**src/design/bvs_pkg.sv**
```systemverilog
// Package for the bounded vector store: command and status codes, the
// request and response word types, and the decode result type.
// No dependencies.
package bvs_pkg;

   localparam int DATA_W   = 32;
   localparam int ADDR_W   = 8;
   localparam int CNT_W    = 9;
   localparam int CAPACITY = 256;

   typedef enum logic [2:0] {
      CMD_PUSH    = 3'd0,
      CMD_POP     = 3'd1,
      CMD_SET     = 3'd2,
      CMD_INSERT  = 3'd3,
      CMD_READ    = 3'd4,
      CMD_REVERSE = 3'd5,
      CMD_CLEAR   = 3'd6,
      CMD_NOP     = 3'd7
   } cmd_type;

   typedef enum logic [1:0] {
      ST_OK    = 2'd0,
      ST_RANGE = 2'd1,
      ST_FULL  = 2'd2,
      ST_EMPTY = 2'd3
   } status_type;

   typedef struct packed {
      cmd_type                    cmd;
      logic signed [DATA_W-1:0]   value;
      logic        [ADDR_W-1:0]   index;
   } req_type;

   typedef struct packed {
      logic signed [DATA_W-1:0]   read_data;
      logic        [CNT_W-1:0]    element_count;
      logic                       is_empty;
      status_type                 status;
   } rsp_type;

   // Decode of one command against the current element count
   typedef struct packed {
      status_type status;
      logic       do_op;        // command changes state (or reads) as asked
      logic       rd_in_range;  // read index below the count
   } check_type;

endpackage

```
**src/design/bvs_check.sv**
```systemverilog
// Command check for the bounded vector store: bounds and capacity tests
// that set the status and whether the command takes effect.
// Depends on bvs_pkg.
module bvs_check (
   input  bvs_pkg::cmd_type                 cmd,
   input  logic [bvs_pkg::ADDR_W-1:0]       index,
   input  logic [bvs_pkg::CNT_W-1:0]        count,
   output bvs_pkg::check_type               chk
);

   logic idx_ok;
   logic full;
   logic empty;

   assign idx_ok = ({1'b0, index} < count);
   assign full   = (count >= bvs_pkg::CNT_W'(bvs_pkg::CAPACITY));
   assign empty  = (count == '0);

   // Decode status per command
   always_comb begin
      chk.status      = bvs_pkg::ST_OK;
      chk.do_op       = 1'b1;
      chk.rd_in_range = idx_ok;
      unique case (cmd)
         bvs_pkg::CMD_PUSH: begin
            if (full) begin
               chk.status = bvs_pkg::ST_FULL;
               chk.do_op  = 1'b0;
            end
         end
         bvs_pkg::CMD_POP: begin
            if (empty) begin
               chk.status = bvs_pkg::ST_EMPTY;
               chk.do_op  = 1'b0;
            end
         end
         bvs_pkg::CMD_SET: begin
            if (!idx_ok) begin
               chk.status = bvs_pkg::ST_RANGE;
               chk.do_op  = 1'b0;
            end
         end
         bvs_pkg::CMD_INSERT: begin
            if (!idx_ok) begin
               chk.status = bvs_pkg::ST_RANGE;
               chk.do_op  = 1'b0;
            end else if (full) begin
               chk.status = bvs_pkg::ST_FULL;
               chk.do_op  = 1'b0;
            end
         end
         bvs_pkg::CMD_READ: begin
            if (!idx_ok) begin
               chk.status = bvs_pkg::ST_RANGE;
            end
         end
         bvs_pkg::CMD_REVERSE: begin
            chk.do_op = (count > bvs_pkg::CNT_W'(1));
         end
         bvs_pkg::CMD_CLEAR: begin
            chk.do_op = 1'b1;
         end
         bvs_pkg::CMD_NOP: begin
            chk.do_op = 1'b0;
         end
         default: begin
            chk.do_op = 1'b0;
         end
      endcase
   end

endmodule

```
**config.mk**
```make
export PLATFORM = sky130hd
export DESIGN_NAME = bvs_check
export DESIGN_NICKNAME = d
export VERILOG_FILES = /design/src/design/bvs_pkg.sv /design/src/design/bvs_check.sv
export SDC_FILE = /design/constraint.sdc
export NUM_CORES = 1
export LEC_CHECK = 0
export ABC_AREA = 1
export BUFFER_PORTS_ARGS = -buffer_cell sky130_fd_sc_hd__buf_2
export CAP_MARGIN = 20
export CELL_PAD_IN_SITES_DETAIL_PLACEMENT = 1
export CELL_PAD_IN_SITES_GLOBAL_PLACEMENT = 1
export CORE_AREA = 3 3 40 42
export DETAILED_ROUTE_END_ITERATION = 10
export DIE_AREA = 0 0 43 45
export PLACE_DENSITY_LB_ADDON = 0.08
export REMOVE_ABC_BUFFERS = 1
export SLEW_MARGIN = 20
export SYNTH_ARGS = -nofsm -noshare
export SYNTH_HDL_FRONTEND = slang
export SYNTH_SLANG_ARGS = --single-unit
```
**constraint.sdc**
```tcl
create_clock -name vclk -period 3.45
set_input_delay 0.69 -clock vclk [all_inputs]
set_output_delay 0.69 -clock vclk [all_outputs]
set_load 0.03 [all_outputs]
```
# ---- Word-level counts from Yosys, hierarchy flattened
# Index checks and enable logic that the tools add are counted.
dict set report word_totals {
  regBits 0
  wordCells 18
  inputBits 20
}
dict set report classes {
  eq_ne 6
  magnitude_cmp 3
  reduce_logical 2
  muxes 7
}
# op count
set op_table {}
lappend op_table {{case mux 2 bit (5 select lines)} 1}
lappend op_table {{equality test 3 bit (second input constant)} 3}
lappend op_table {{>= comparator 9 bit (second input constant)} 1}
lappend op_table {{> comparator 9 x 1 -> 1 bit (second input constant)} 1}
lappend op_table {{logical NOT 9 bit} 1}
lappend op_table {{< comparator 8 x 9 -> 1 bit} 1}
lappend op_table {{two-way mux 3 bit} 3}
lappend op_table {{equality test 3 x 2 -> 1 bit (second input constant)} 2}
lappend op_table {{case mux 1 bit (6 select lines)} 1}
lappend op_table {{equality test 3 x 1 -> 1 bit (second input constant)} 1}
lappend op_table {{logical NOT 3 bit} 1}
lappend op_table {{two-way mux 2 bit} 1}
lappend op_table {{two-way mux 1 bit} 1}

# ---- Depth between registers and ports, before layout
dict set report depth {
  word_depth 4
  depth_mapped 10
}

# ---- Worst setup path after synthesis
# Ideal clock, no wire load.
dict set report synth_timing {
  path_type {input-to-output}
  from {in count[6] (netlist name)}
  to {out chk[2] (netlist name)}
  t_required_ns 2.760
  n_path_buf 0
  setup_slack_ns 1.158
  arrival_time_ns 1.602
  path_stages 8
  path_cell_list {inv_1 ha_1 nand2_1 nor2_1 nand3_1 nand3_1 nand2_1 nand2_1}
}
# element line_no
set synth_lines {}
lappend synth_lines {{start, declared} bvs_check.sv:7} ;# input logic [bvs_pkg::CNT_W-1:0] count,
lappend synth_lines {{end, declared} bvs_check.sv:8} ;# output bvs_pkg::check_type chk

==> impl_metrics.tcl <==
set metrics [dict create \
    cp_max_fo 2 \
    rsz0062_at_grt "false" \
    gp_congestion 0.6746 \
    drive_gt1_share_pct 27.08 \
    antenna_found_initial 0 \
    grt_max_degree 8 \
    drc 0 \
    finalPower_w 0.00005856 \
    initial_core_util_pct 28.92 \
    crit_type "input port to output port" \
    setup_viol_count_final 0 \
    fmax_mhz 401.0 \
    required_ps 2760 \
    holdWs_ps 1827 \
    io_buffers 24 \
    report.final.slew_viol_count 0 \
    pin_count 24 \
    coreArea_mm2 0.001285 \
    syn_inst 73 \
    slew-limit-headroom_pct 89.36 \
    finalHoldViolations 0 \
    yosys_warnings 0 \
    fill_cells 207 \
    finalCritPeriodShare_pct 72.29 \
    fp-row-count 13 \
    grt_pass1_wl_um 1773 \
    synth.yosys.seq_area_share_pct 0 \
    die_w_um 43 \
    cp-start-kind "input port" \
    place_ws_ps 941.3 \
    dieArea_mm2 0.001935 \
    nets 125 \
    synth_area_um2 371.6 \
    postCtsResizedCells 0 \
    tns_ps 0 \
    seqCellArea_um2 0 \
    postLayoutCoreUtil_pct 39.14 \
    nClkBuffers 0 \
    p_leak_nw 0.3428 \
    min_path_type "input port to output port" \
    hold_buffers 0 \
    die_h_um 45 \
    wl_um 1044 \
    first_iter_violations 1 \
    status "complete, no violations" \
    area_delta_synth_final_pct 35.35 \
    dr.pass1.iters 2 \
    peakVddDrop_mv 0.04431 \
    maxCapViolCount 0 \
    final_cell_mix "24 x buf_2, 22 x nand2_1, 17 x inv_1" \
    ys_types 13 \
    diodes 0 \
    grt.overflow.total 0 \
    dp_hpwl_um 978.5 \
    worstSetupEndpointType "output port" \
    multi_input_area_um2 296.5 \
    grt_usage_pct 11.19 \
    wl_per_cell_um 9.405 \
    post_cts_buffers 0 \
    syn_avg_cell_area_um2 5.090 \
    vias 494 \
    power.density_mw_per_mm2 116.4 \
    synth_top_area_share_pct 23.57 \
    synth_top_area_cell "ha_1" \
    synth_area_leaders "ha_1 24%, nand2_1 22%, inv_1 17%, nor2_1 9.1%, nand3_1 6.7%" \
    period_minus_slack_ps 2494 \
    seq_cells 0 \
    critical_path_arrival_ps 1800 \
    grt_pass1_vias 487 \
    layout_commonest_cell "buf_2" \
    antenna_left 0 \
    setup_slack_ps 956.0 \
    worst_pin_slew_ps 158.3 \
    avgViaCountPerCell 4.450 \
]
worst paths after layout:
check	startpoint	to	slack, ps	cells after the start
worst max-delay path	count[6]	chk[2]	960	10
worst min-delay path	cmd[0]	chk[3]	1830	4
area by class of cell:
class	instances	area share, %
Multi-Input combinational cell	54	58.96
Tap cell	15	3.731
Timing Repair Buffer	24	23.88
Inverter	18	13.43
synth_stat cells:
| master | number |
|---|---|
| nand2_1 | 22 |
| inv_1 | 17 |
| nor2_1 | 9 |
| ha_1 | 7 |
| nand3_1 | 5 |
| a21oi_1 | 3 |
| nand4_1 | 3 |
| o21ai_0 | 2 |
| a21boi_2 | 1 |
| buf_4 | 1 |
| inv_2 | 1 |
| nand3b_1 | 1 |
| nor3_1 | 1 |
per-layer routing:
metal | part of all wire, % | vias to the layer above | routed length, µm | track usage (%)
met3 | 8.9 | 0 | 93 | 0.3984
met2 | 45 | 18 | 465 | 22.16
li1 | - | 273 | - | -
met1 | 46 | 203 | 485 | 14.29
met4 | 0 | 0 | 0 | 0
met5 | 0 | - | 0 | 0
worst max-delay path, stage by stage:
cell	delay (ps)
buf_2	90
inv_1	40
ha_1	280
nand2_1	50
nor2_1	130
nand3_1	110
nand3_1	120
nand2_1	50
nand2_1	50
buf_2	190
through the flow:
stage / cell area [µm²] / instances
4_1_cts: 503.0 / 111
5_1_grt: 503.0 / 111
3_5_place_dp: 503.0 / 111
6_report: 503.0 / 111
3_3_place_gp: 503.0 / 111
2_1_floorplan: 364.1 / 72
cells by family after synthesis:
kind of cell | count (synthesis) | synth area share [%]
AND/OR/NAND/NOR | 41 | 46.46
buffers and inverters | 19 | 20.20
adder cells (fa/ha/maj) | 7 | 23.57
AO/OA/AOI/OAI | 6 | 9.763
power by group:
group | switching, W | total [W] | internal, W
combinational | 0.0000346 | 0.0000586 | 0.0000240
sequential | 0 | 0 | 0
clock | 0 | 0 | 0
(Power assumes the default switching activity.)
